<file path="src/rtl/arp_pkg.sv">
// Shared widths, codes and types for the ARP address cache.
package arp_pkg;

  localparam int DEFAULT_ENTRIES = 16;

  localparam int IP_W        = 32;
  localparam int MAC_W       = 48;
  localparam int SLOT_W      = 4;
  localparam int OUTCOME_W   = 2;
  localparam int CFG_IDX_W   = 2;
  localparam int CFG_DATA_W  = 32;
  localparam int IN_TDATA_W  = 80;
  localparam int OUT_TDATA_W = 88;

  // Command codes carried in the input tuser.
  localparam logic CMD_STORE  = 1'b0;
  localparam logic CMD_LOOKUP = 1'b1;

  // Store outcome codes.
  localparam logic [OUTCOME_W-1:0] OUTCOME_UPDATED = 2'd0;
  localparam logic [OUTCOME_W-1:0] OUTCOME_FILLED  = 2'd1;
  localparam logic [OUTCOME_W-1:0] OUTCOME_EVICTED = 2'd2;

  // Configuration register indexes.
  localparam logic [CFG_IDX_W-1:0] CFG_OWN_IP     = 2'd0;
  localparam logic [CFG_IDX_W-1:0] CFG_NET_MASK   = 2'd1;
  localparam logic [CFG_IDX_W-1:0] CFG_GATEWAY_IP = 2'd2;

  typedef struct packed {
    logic [IP_W-1:0] own_ip;
    logic [IP_W-1:0] net_mask;
    logic [IP_W-1:0] gateway_ip;
  } arp_cfg_t;

  // Input beat payload, ip_addr in the low bits.
  typedef struct packed {
    logic [MAC_W-1:0] mac_addr;
    logic [IP_W-1:0]  ip_addr;
  } arp_item_t;

  // Result payload, hit in the lowest bit.
  typedef struct packed {
    logic [SLOT_W-1:0]    slot;
    logic [OUTCOME_W-1:0] store_outcome;
    logic [IP_W-1:0]      next_hop_ip;
    logic [MAC_W-1:0]     mac_out;
    logic                 hit;
  } arp_res_t;

endpackage

</file>
<file path="src/rtl/arp_ram.sv">
// Simple dual-port synchronous RAM with a registered read port.
module arp_ram import arp_pkg::*; #(
  parameter int WIDTH = IP_W,
  parameter int DEPTH = DEFAULT_ENTRIES,
  localparam int AW = $clog2(DEPTH)
) (
  input  logic             clk,
  input  logic             we,
  input  logic [AW-1:0]    waddr,
  input  logic [WIDTH-1:0] wdata,
  input  logic             re,
  input  logic [AW-1:0]    raddr,
  output logic [WIDTH-1:0] rdata
);

  logic [WIDTH-1:0] mem_r [DEPTH];
  logic [WIDTH-1:0] rdata_r;

  always_ff @(posedge clk) begin
    if (we) begin
      mem_r[waddr] <= wdata;
    end
  end

  always_ff @(posedge clk) begin
    if (re) begin
      rdata_r <= mem_r[raddr];
    end
  end

  assign rdata = rdata_r;

endmodule

</file>
<file path="src/rtl/arp_ctrl.sv">
// Scan sequencer, valid bits and result register of the ARP address cache.
module arp_ctrl import arp_pkg::*; #(
  parameter int ENTRIES = DEFAULT_ENTRIES,
  localparam int IDX_W = $clog2(ENTRIES)
) (
  input  logic             clk,
  input  logic             rst_n,
  input  arp_cfg_t         cfg,
  input  logic             in_valid,
  output logic             in_ready,
  input  logic             in_cmd,
  input  arp_item_t        in_item,
  output logic             ip_we,
  output logic [IDX_W-1:0] ip_waddr,
  output logic [IP_W-1:0]  ip_wdata,
  output logic             ip_re,
  output logic [IDX_W-1:0] ip_raddr,
  input  logic [IP_W-1:0]  ip_rdata,
  output logic             mac_we,
  output logic [IDX_W-1:0] mac_waddr,
  output logic [MAC_W-1:0] mac_wdata,
  output logic             mac_re,
  output logic [IDX_W-1:0] mac_raddr,
  input  logic [MAC_W-1:0] mac_rdata,
  output logic             out_valid,
  input  logic             out_ready,
  output arp_res_t         out_res
);

  localparam logic [IDX_W-1:0] LAST_IDX = IDX_W'(ENTRIES - 1);

  localparam logic [2:0] S_IDLE = 3'd0;
  localparam logic [2:0] S_SCAN = 3'd1;
  localparam logic [2:0] S_RES  = 3'd2;
  localparam logic [2:0] S_MAC  = 3'd3;
  localparam logic [2:0] S_OUT  = 3'd4;

  logic [2:0]         state_r;
  logic               cmd_r;
  logic [IP_W-1:0]    addr_r;
  logic [MAC_W-1:0]   mac_r;
  logic [IDX_W-1:0]   scan_idx_r;
  logic               issue_done_r;
  logic               pipe_vld_r;
  logic [IDX_W-1:0]   pipe_idx_r;
  logic               match_found_r;
  logic [IDX_W-1:0]   match_idx_r;
  logic               free_found_r;
  logic [IDX_W-1:0]   free_idx_r;
  logic [ENTRIES-1:0] valid_r;
  arp_res_t           res_r;
  arp_res_t           out_r;
  logic               out_valid_r;

  logic               accept;
  logic               use_gw;
  logic [IP_W-1:0]    route_addr;
  logic               hit_now;
  logic               free_now;
  logic               scan_end;
  logic [IDX_W-1:0]   wr_idx;
  logic               out_load;

  assign in_ready = (state_r == S_IDLE);
  assign accept   = in_valid && in_ready;

  // Off-subnet lookups go to the gateway when routing is configured.
  assign use_gw = (in_cmd == CMD_LOOKUP) && (cfg.net_mask != '0) &&
                  ((in_item.ip_addr & cfg.net_mask) != (cfg.own_ip & cfg.net_mask)) &&
                  (cfg.gateway_ip != '0);
  assign route_addr = use_gw ? cfg.gateway_ip : in_item.ip_addr;

  // The compare stage sits in the cycle after the read issue.
  assign hit_now  = pipe_vld_r && valid_r[pipe_idx_r] && (ip_rdata == addr_r);
  assign free_now = pipe_vld_r && !valid_r[pipe_idx_r];
  assign scan_end = pipe_vld_r && (pipe_idx_r == LAST_IDX);

  assign wr_idx = match_found_r ? match_idx_r :
                  free_found_r  ? free_idx_r  : '0;

  // The result register takes a new beat when it is empty or being drained.
  assign out_load = (state_r == S_OUT) && (!out_valid_r || out_ready);

  assign ip_re     = (state_r == S_SCAN) && !issue_done_r;
  assign ip_raddr  = scan_idx_r;
  assign ip_we     = (state_r == S_RES) && (cmd_r == CMD_STORE);
  assign ip_waddr  = wr_idx;
  assign ip_wdata  = addr_r;
  assign mac_we    = ip_we;
  assign mac_waddr = wr_idx;
  assign mac_wdata = mac_r;
  assign mac_re    = (state_r == S_RES) && (cmd_r == CMD_LOOKUP) && match_found_r;
  assign mac_raddr = match_idx_r;

  always_ff @(posedge clk) begin
    if (!rst_n) begin
      state_r     <= S_IDLE;
      valid_r     <= '0;
      out_valid_r <= 1'b0;
      pipe_vld_r  <= 1'b0;
    end else begin
      if (out_load) begin
        out_valid_r <= 1'b1;
      end else if (out_valid_r && out_ready) begin
        out_valid_r <= 1'b0;
      end
      unique case (state_r)
        S_IDLE: begin
          if (accept) begin
            cmd_r         <= in_cmd;
            addr_r        <= route_addr;
            mac_r         <= in_item.mac_addr;
            scan_idx_r    <= '0;
            issue_done_r  <= 1'b0;
            pipe_vld_r    <= 1'b0;
            match_found_r <= 1'b0;
            free_found_r  <= 1'b0;
            state_r       <= S_SCAN;
          end
        end
        S_SCAN: begin
          pipe_vld_r <= ip_re;
          pipe_idx_r <= scan_idx_r;
          if (ip_re) begin
            if (scan_idx_r == LAST_IDX) begin
              issue_done_r <= 1'b1;
            end else begin
              scan_idx_r <= scan_idx_r + 1'b1;
            end
          end
          if (hit_now && !match_found_r) begin
            match_found_r <= 1'b1;
            match_idx_r   <= pipe_idx_r;
          end
          if (free_now && !free_found_r) begin
            free_found_r <= 1'b1;
            free_idx_r   <= pipe_idx_r;
          end
          if (scan_end) begin
            state_r <= S_RES;
          end
        end
        S_RES: begin
          res_r.mac_out     <= '0;
          res_r.next_hop_ip <= addr_r;
          if (cmd_r == CMD_STORE) begin
            valid_r[wr_idx] <= 1'b1;
            res_r.hit       <= 1'b0;
            res_r.slot      <= SLOT_W'(wr_idx);
            if (match_found_r) begin
              res_r.store_outcome <= OUTCOME_UPDATED;
            end else if (free_found_r) begin
              res_r.store_outcome <= OUTCOME_FILLED;
            end else begin
              res_r.store_outcome <= OUTCOME_EVICTED;
            end
            state_r <= S_OUT;
          end else if (match_found_r) begin
            res_r.hit           <= 1'b1;
            res_r.store_outcome <= OUTCOME_UPDATED;
            res_r.slot          <= SLOT_W'(match_idx_r);
            state_r             <= S_MAC;
          end else begin
            res_r.hit           <= 1'b0;
            res_r.store_outcome <= OUTCOME_UPDATED;
            res_r.slot          <= '0;
            state_r             <= S_OUT;
          end
        end
        S_MAC: begin
          res_r.mac_out <= mac_rdata;
          state_r       <= S_OUT;
        end
        S_OUT: begin
          if (out_load) begin
            out_r   <= res_r;
            state_r <= S_IDLE;
          end
        end
        default: begin
          state_r <= S_IDLE;
        end
      endcase
    end
  end

  assign out_valid = out_valid_r;
  assign out_res   = out_r;

endmodule

</file>
<file path="src/rtl/arp_address_cache_top.sv">
// An item is compared against every entry in turn, resolved, and on a lookup hit its MAC is read;
// the block takes no new item until the result is in the output register. The scan of the
// address RAM is sequential: the RAM has a single read port and reads one entry a cycle.
// A finished result waits in the output register while the next item is scanned.
// Reset (rst_n low, synchronous) clears all valid bits, the configuration and control.
// Entry RAM contents are not cleared; unwritten entries are never read as valid.
module arp_address_cache_top import arp_pkg::*; #(
  parameter int ENTRIES = DEFAULT_ENTRIES,
  localparam int IDX_W = $clog2(ENTRIES)
) (
  input  logic                   clk,
  input  logic                   rst_n,
  input  logic                   in_tvalid,
  output logic                   in_tready,
  input  logic [IN_TDATA_W-1:0]  in_tdata,   // ip_addr[31:0], mac_addr[79:32]
  input  logic                   in_tuser,   // cmd[0]
  output logic                   out_tvalid,
  input  logic                   out_tready,
  output logic [OUT_TDATA_W-1:0] out_tdata,  // hit[0], mac_out[48:1], next_hop_ip[80:49],
                                             // store_outcome[82:81], slot[86:83], zero[87]
  input  logic                   cfg_we,
  input  logic [CFG_IDX_W-1:0]   cfg_index,
  input  logic [CFG_DATA_W-1:0]  cfg_wdata
);

  arp_cfg_t         cfg_r;
  arp_res_t         res;

  logic             ip_we;
  logic [IDX_W-1:0] ip_waddr;
  logic [IP_W-1:0]  ip_wdata;
  logic             ip_re;
  logic [IDX_W-1:0] ip_raddr;
  logic [IP_W-1:0]  ip_rdata;
  logic             mac_we;
  logic [IDX_W-1:0] mac_waddr;
  logic [MAC_W-1:0] mac_wdata;
  logic             mac_re;
  logic [IDX_W-1:0] mac_raddr;
  logic [MAC_W-1:0] mac_rdata;

  always_ff @(posedge clk) begin
    if (!rst_n) begin
      cfg_r <= '0;
    end else if (cfg_we) begin
      unique case (cfg_index)
        CFG_OWN_IP:     cfg_r.own_ip     <= cfg_wdata;
        CFG_NET_MASK:   cfg_r.net_mask   <= cfg_wdata;
        CFG_GATEWAY_IP: cfg_r.gateway_ip <= cfg_wdata;
        default: begin
        end
      endcase
    end
  end

  arp_ctrl #(
    .ENTRIES (ENTRIES)
  ) u_ctrl (
    .clk       (clk),
    .rst_n     (rst_n),
    .cfg       (cfg_r),
    .in_valid  (in_tvalid),
    .in_ready  (in_tready),
    .in_cmd    (in_tuser),
    .in_item   (arp_item_t'(in_tdata)),
    .ip_we     (ip_we),
    .ip_waddr  (ip_waddr),
    .ip_wdata  (ip_wdata),
    .ip_re     (ip_re),
    .ip_raddr  (ip_raddr),
    .ip_rdata  (ip_rdata),
    .mac_we    (mac_we),
    .mac_waddr (mac_waddr),
    .mac_wdata (mac_wdata),
    .mac_re    (mac_re),
    .mac_raddr (mac_raddr),
    .mac_rdata (mac_rdata),
    .out_valid (out_tvalid),
    .out_ready (out_tready),
    .out_res   (res)
  );

  arp_ram #(
    .WIDTH (IP_W),
    .DEPTH (ENTRIES)
  ) u_ip_ram (
    .clk   (clk),
    .we    (ip_we),
    .waddr (ip_waddr),
    .wdata (ip_wdata),
    .re    (ip_re),
    .raddr (ip_raddr),
    .rdata (ip_rdata)
  );

  arp_ram #(
    .WIDTH (MAC_W),
    .DEPTH (ENTRIES)
  ) u_mac_ram (
    .clk   (clk),
    .we    (mac_we),
    .waddr (mac_waddr),
    .wdata (mac_wdata),
    .re    (mac_re),
    .raddr (mac_raddr),
    .rdata (mac_rdata)
  );

  assign out_tdata = {1'b0, res};

`ifndef SYNTHESIS
  // Once an item is taken, the scan must run before another one is taken.
  a_busy_after_accept: assert property (@(posedge clk) disable iff (!rst_n)
    (in_tvalid && in_tready) |=> !in_tready)
    else $error("input accepted on consecutive cycles");

  // A lookup hit never carries a store outcome.
  a_hit_outcome: assert property (@(posedge clk) disable iff (!rst_n)
    (out_tvalid && out_tdata[0]) |-> (out_tdata[82:81] == OUTCOME_UPDATED))
    else $error("hit result with nonzero store outcome");

  // Results without a hit carry a zero hardware address.
  a_miss_mac_zero: assert property (@(posedge clk) disable iff (!rst_n)
    (out_tvalid && !out_tdata[0]) |-> (out_tdata[48:1] == '0))
    else $error("miss or store result with nonzero MAC");

  // Both table RAMs are written together, never in a cycle that reads them.
  a_write_single: assert property (@(posedge clk) disable iff (!rst_n)
    ip_we |-> (mac_we && !ip_re && !mac_re))
    else $error("table write overlaps a table read");
`endif

endmodule

</file>
<file path="config.mk">
export PLATFORM = sky130hd
export DESIGN_NAME = arp_address_cache_top
export DESIGN_NICKNAME = d
export VERILOG_FILES = /design/src/rtl/arp_pkg.sv /design/src/rtl/arp_ram.sv /design/src/rtl/arp_ctrl.sv /design/src/rtl/arp_address_cache_top.sv
export SDC_FILE = /design/constraint.sdc
export NUM_CORES = 2
export LEC_CHECK = 0
export ABC_AREA = 1
export BUFFER_PORTS_ARGS = -buffer_cell sky130_fd_sc_hd__buf_2
export CORE_MARGIN = 3
export CORE_UTILIZATION = 50
export CTS_CLUSTER_SIZE = 28
export DETAILED_ROUTE_END_ITERATION = 6
export PLACE_DENSITY = 0.66
export SYNTH_ARGS = -nofsm -noshare
export SYNTH_HDL_FRONTEND = slang
export SYNTH_SLANG_ARGS = --single-unit
</file>
<file path="constraint.sdc">
create_clock -name clk -period 11.77 [get_ports clk]
set_input_delay 2.354 -clock clk [delete_from_list [all_inputs] [get_ports clk]]
set_output_delay 2.354 -clock clk [all_outputs]
set_load 0.02 [all_outputs]
</file>
Yosys cells after proc, flatten, opt, wreduce, memory -nomap -nowiden --
Memory sizes are Yosys's and may differ from the RTL's. A register that Yosys moved wholly into a read port is not among the register bits. Index checks and enable logic that the tools add are counted.
Word-level totals: register bits after elaboration 391, bits in writable memories 1280, word-level logic and storage cells 138, memories kept 2, output and inout bits 90, bits of input ports 120
Operators by class: reductions and logical operators 47, $add $sub $neg 1, bitwise logic cells 4, magnitude comparators 3, equality and inequality tests 18, mux-type cells 36
Memory list:
- u_mac_ram.mem_r | words 16, width 48, read ports 1, clocked after Yosys merged registers in 1, write ports 1, RTL line arp_ram.sv:16 | logic [WIDTH-1:0] mem_r [DEPTH];
- u_ip_ram.mem_r | words 16, width 32, read ports 1, clocked after Yosys merged registers in 1, write ports 1, RTL line arp_ram.sv:16
Operators by type and width (count):
- one-hot mux 48 bit (2 select lines) | 1
- bitwise AND 32 bit | 2
- nonzero test 32 bit | 2
- equality test 32 bit | 1
- 2-to-1 mux 32 bit | 1
- inequality test 32 bit | 1
- 2-to-1 mux 4 bit | 5
- logical AND 1 bit | 17
- bitwise OR 16 bit | 1
- AND reduction 2 bit | 8
- 2-to-1 mux 3 bit | 5
- one-hot mux 3 bit (5 select lines) | 1
- AND reduction 3 bit | 5
- 2-to-1 mux 1 bit | 12
- 2-to-1 mux 6 bit | 2
- inequality test 2 bit, second input constant | 6
- < comparator 4 x 5 -> 1 bit, second input constant | 2
- AND reduction 5 bit | 2
- equality test 4 bit, second input constant | 2
- one-hot mux 1 bit (2 select lines) | 4
- one-hot mux 4 bit (2 select lines) | 1
- AND reduction 4 bit | 2
- equality test 3 x 2 -> 1 bit, second input constant | 2
- nonzero test 2 bit | 3
- other kinds (15) | 21

Depth between registers and ports, before layout --
word-level depth 7, gate-level depth with buffers 12, mapped depth without buffers 11

By module --
A second synthesis with hierarchy kept.
Second synthesis, totals: cells, all modules 7006, area, all modules 73748.2 sq um
Modules (own cells, without submodules):
- arp_ram (u_mac_ram) | sequential area each 24503.5 sq um, instances 1, cells each 3165, area an instance 34469.3 sq um
- arp_ram (u_ip_ram) | sequential area each 16335.7 sq um, instances 1, cells each 2120, area an instance 23064.6 sq um
- arp_ctrl | sequential area each 8648.3 sq um, instances 1, cells each 1102, area an instance 12086.6 sq um
- arp_address_cache_top | sequential area each 1921.8 sq um, instances 1, cells each 619, area an instance 4127.7 sq um

Least setup slack after synthesis --
No wires, ideal clock.
path kind input-to-reg, start point in rst_n, end point reg u_ctrl.out_r (netlist bit u_ctrl.out_res[0]), enable pin, cell stages on the path 3, library setup time 639 ps, required time 11131 ps, setup slack 2410 ps, data arrival time 8721 ps, buffers on the path 1, cells stage by stage clkbuf_1 -> clkinv_1 -> nor3_1
On the way: longest elaborated chain between the ends 1
RTL lines:
- from (decl) | RTL line arp_address_cache_top.sv:12 | input logic rst_n,
- AND reduction 3 bit (no source line)
- to (signal assigned) | RTL line arp_ctrl.sv:176 | out_r <= res_r;
- to (decl) | RTL line arp_ctrl.sv:52 | arp_res_t out_r;
Every way passes these cells. A chain may end at the register's enable or synchronous reset.

==> metrics <==
DP Wirelength=85600 um; die height=375 um; All-Layer GR Usage=23.2%; unrepaired setup endpoints after global routing=no; R2R Setup Slk=6.96 ns; CP Data Arrival Time=5.36 ns; Worst R2R End=u_mac_ram.rdata[36]; total number of vias=40700; # Post-CTS Setup Buffers=0; kind of critical path=reg -> reg; first-iteration detailed-routing DRC count=4353; WHS Path Cells=0; Setup Skew=0.0267 ns; post-synthesis async set-or-reset flop share=0%; Total Neg Setup Slack=0 ns; Max Cap Viol=0; layout cells sized above 1=11.1%; Mean Syn Cell Area=13.5 sq um; Hold Crit Class=reg -> reg; Final Non-Filler Cells=7146; Post-synth EDFFs=1634; Synthesized Nets=5178; predominant post-synthesis flop cell=edfxtp_1; status=complete, no violations; Num CTS Buffers=174; final WL=165000 um; Mapped Cells=5057; CTS tree=done; DRC viols=0; Synth warnings=0; clk slew on worst S/H paths=0.06 ns; core region area=134000 sq um; final period utilization=40.9%; Worst Hold Endpoint=u_ctrl.out_res[85]; Slew headroom=18.5%; Ports=210; dpl cells=6824; Final Max Tran Viols=0; Worst R2R Start=u_ctrl.mac_raddr[0]; die area=141000 sq um; nature of the critical path startpoint=flop; H-tree Lvls=4; hold-fix buffers at CTS=0; NumNets Final=5353; Pwr Density=185 nW/um^2; Mapped Area=68100 sq um; WL/cell=23.1 um; hold_sp=u_ctrl.res_r[85]; vias in the first global route=39000; Seq/Total Area, Yosys=75.4%; #FFs+latches synth=1751; Die W=375 um; Hold Violations, Final=0; vias per cell=5.70; CP Max Fanout=90; worst path required time=12.32 ns; largest net degree at the start of global routing=182; worst-margin pin slew=1.22 ns; standard-cell rows=134; Clk Latency, worst-skew pair=0.80 ns; leakage dissipation=0.0267 uW; Final GP Congestion=0.821; antenna violations before repair=4; DR pass1 iterations=6; CTS sink count=1751; Area Growth Syn to Fin=12.2%; Setup crit end kind=flop; Initial Util=50.7%; ANT nets after route=0; post-cts sizing count=0; Worst R2R Path Depth=8; Distinct cells, synth=37; Fmax=208 MHz; Final Setup Violations=0; VDD IR max=0.163 mV; grt total ovfl=0; port buffer count=208; Clock Tree Buf Depth=3; Tmin final=4.81 ns; CTS Root Cell=clkbuf_16; global-route wire length before repair=244000 um
-- cell type report --
type | count | area (sq um)
Sequential cell | 1751 | 51400
Timing Repair Buffer | 284 | 1640
Inverter | 406 | 1530
Antenna cell | 2 | 5.00
Tap cell | 1768 | 2210
Multi-Input combinational cell | 2615 | 14000
Fill cell | 10600 | 58000
Clock buffer | 208 | 4570
Clock inverter | 112 | 1100
-- routing by layer --
metal	GRT usage [%]	vias to the layer above	wire length, um
li1	-	18700	-
met1	33.8	20000	71900
met3	4.37	285	14000
met4	7.16	0	4230
met2	35.8	1702	75300
met5	0	-	0
-- worst max-delay path: stages, from the launching register on --
cell and delay (ns):
edfxtp_1 0.32, buf_4 0.77, buf_4 0.95, buf_4 0.79, buf_4 0.85, mux2i_1 0.26, o21ai_0 0.11, o211ai_1 0.25
nand2_1 0.08
-- cell usage in the layout, fill, tap and decap left out, drive strengths merged, types with 80 or more instances in the layout --
cell type,count
o211ai,257
clkinv,80
dfxtp,117
a21oi,256
mux2i,192
clkbuf,208
o21ai,567
inv,412
buf,284
nand2,377
edfxtp,1634
nor2,673
nand3,175
-- synthesized netlist by cell type (2+ instances only) --
cell | number | area share [%]
inv_2 | 2 | 0.011
a21oi_1 | 256 | 1.9
o211ai_1 | 257 | 2.8
clkbuf_1 | 160 | 0.88
inv_1 | 399 | 2.2
edfxtp_1 | 1634 | 72
nor3_1 | 6 | 0.044
buf_2 | 59 | 0.43
clkinv_1 | 5 | 0.028
buf_4 | 26 | 0.29
or2_2 | 3 | 0.028
o32ai_1 | 64 | 0.82
buf_12 | 2 | 0.059
o21ai_0 | 520 | 3.8
nand3_1 | 175 | 1.3
nand4_1 | 20 | 0.18
nand2_1 | 355 | 2.0
mux2i_1 | 192 | 2.8
o21ai_1 | 47 | 0.35
xnor2_1 | 9 | 0.12
buf_1 | 19 | 0.10
nand2_2 | 21 | 0.19
nand3b_1 | 4 | 0.044
buf_6 | 19 | 0.31
or2_0 | 4 | 0.037
dfxtp_1 | 117 | 3.4
nor2_1 | 671 | 3.7
and2_1 | 2 | 0.018
-- logic make-up (layout without fill, tap and decap cells) --
kind of cell,count (synthesis),after routing,synth area share [%]
other cells,1,3,0.00550
compound gates,1146,1146,9.72
xor+xnor,9,9,0.116
flops,1751,1751,75.4
fa+ha+maj,1,1,0.0184
simple gates,1266,1266,7.56
mux,192,192,2.82
buf+inv,691,1010,4.32
-- registers in the layout, indices dropped and copies added, names as in the netlist, 3 cells and up --
register           flops
u_mac_ram.mem_r      768
u_ip_ram.mem_r       512
cfg_r                 96
u_ctrl.out_res        87
u_ctrl.res_r          87
u_ctrl.mac_wdata      48
u_mac_ram.rdata       48
u_ctrl.ip_wdata       32
u_ip_ram.rdata        32
u_ctrl.valid_r        16
u_ctrl.free_idx_r      4
u_ctrl.ip_raddr        4
u_ctrl.mac_raddr       4
u_ctrl.pipe_idx_r      4
u_ctrl.state_r         3
-- power breakdown --
| group | switching (uW) | leakage, uW | total, uW | internal [uW] |
|---|---|---|---|---|
| Clock | 2340 | 0.00277 | 5500 | 3160 |
| Sequential | 234 | 0.0157 | 7350 | 7120 |
| Combinational | 943 | 0.00823 | 1320 | 372 |
-- stage by stage --
stage | utilization [%] | hold WS (ns) | setup slack, ns | total power, uW | instance area (sq um)
final | 56.9 | 0.395 | 6.96 | 14200 | 76400
after global routing | 56.8 | 0.405 | 6.60 | 14700 | 76400
after CTS | 56.8 | 0.403 | 7.02 | 14200 | 76400
after detailed placement | 52.6 | 0.405 | 6.22 | 8780 | 70800
after global placement | 52.6 | 0.401 | 6.29 | 8750 | 70800
after floorplan | - | 0.400 | 2.41 | 8280 | 68100
-- how the worst max path moves through the flow --
stage,startpoint,endpoint
floorplan,rst_n,u_ctrl.out_res[0]
global placement,rst_n,u_ctrl.out_res[29]
detailed placement,rst_n,u_ctrl.out_res[29]
global route,u_ctrl.mac_raddr[0],u_mac_ram.rdata[36]
CTS,u_ctrl.mac_raddr[0],u_mac_ram.rdata[36]
finish,u_ctrl.mac_raddr[0],u_mac_ram.rdata[36]
No activity file was read; power rests on OpenSTA's default activity.
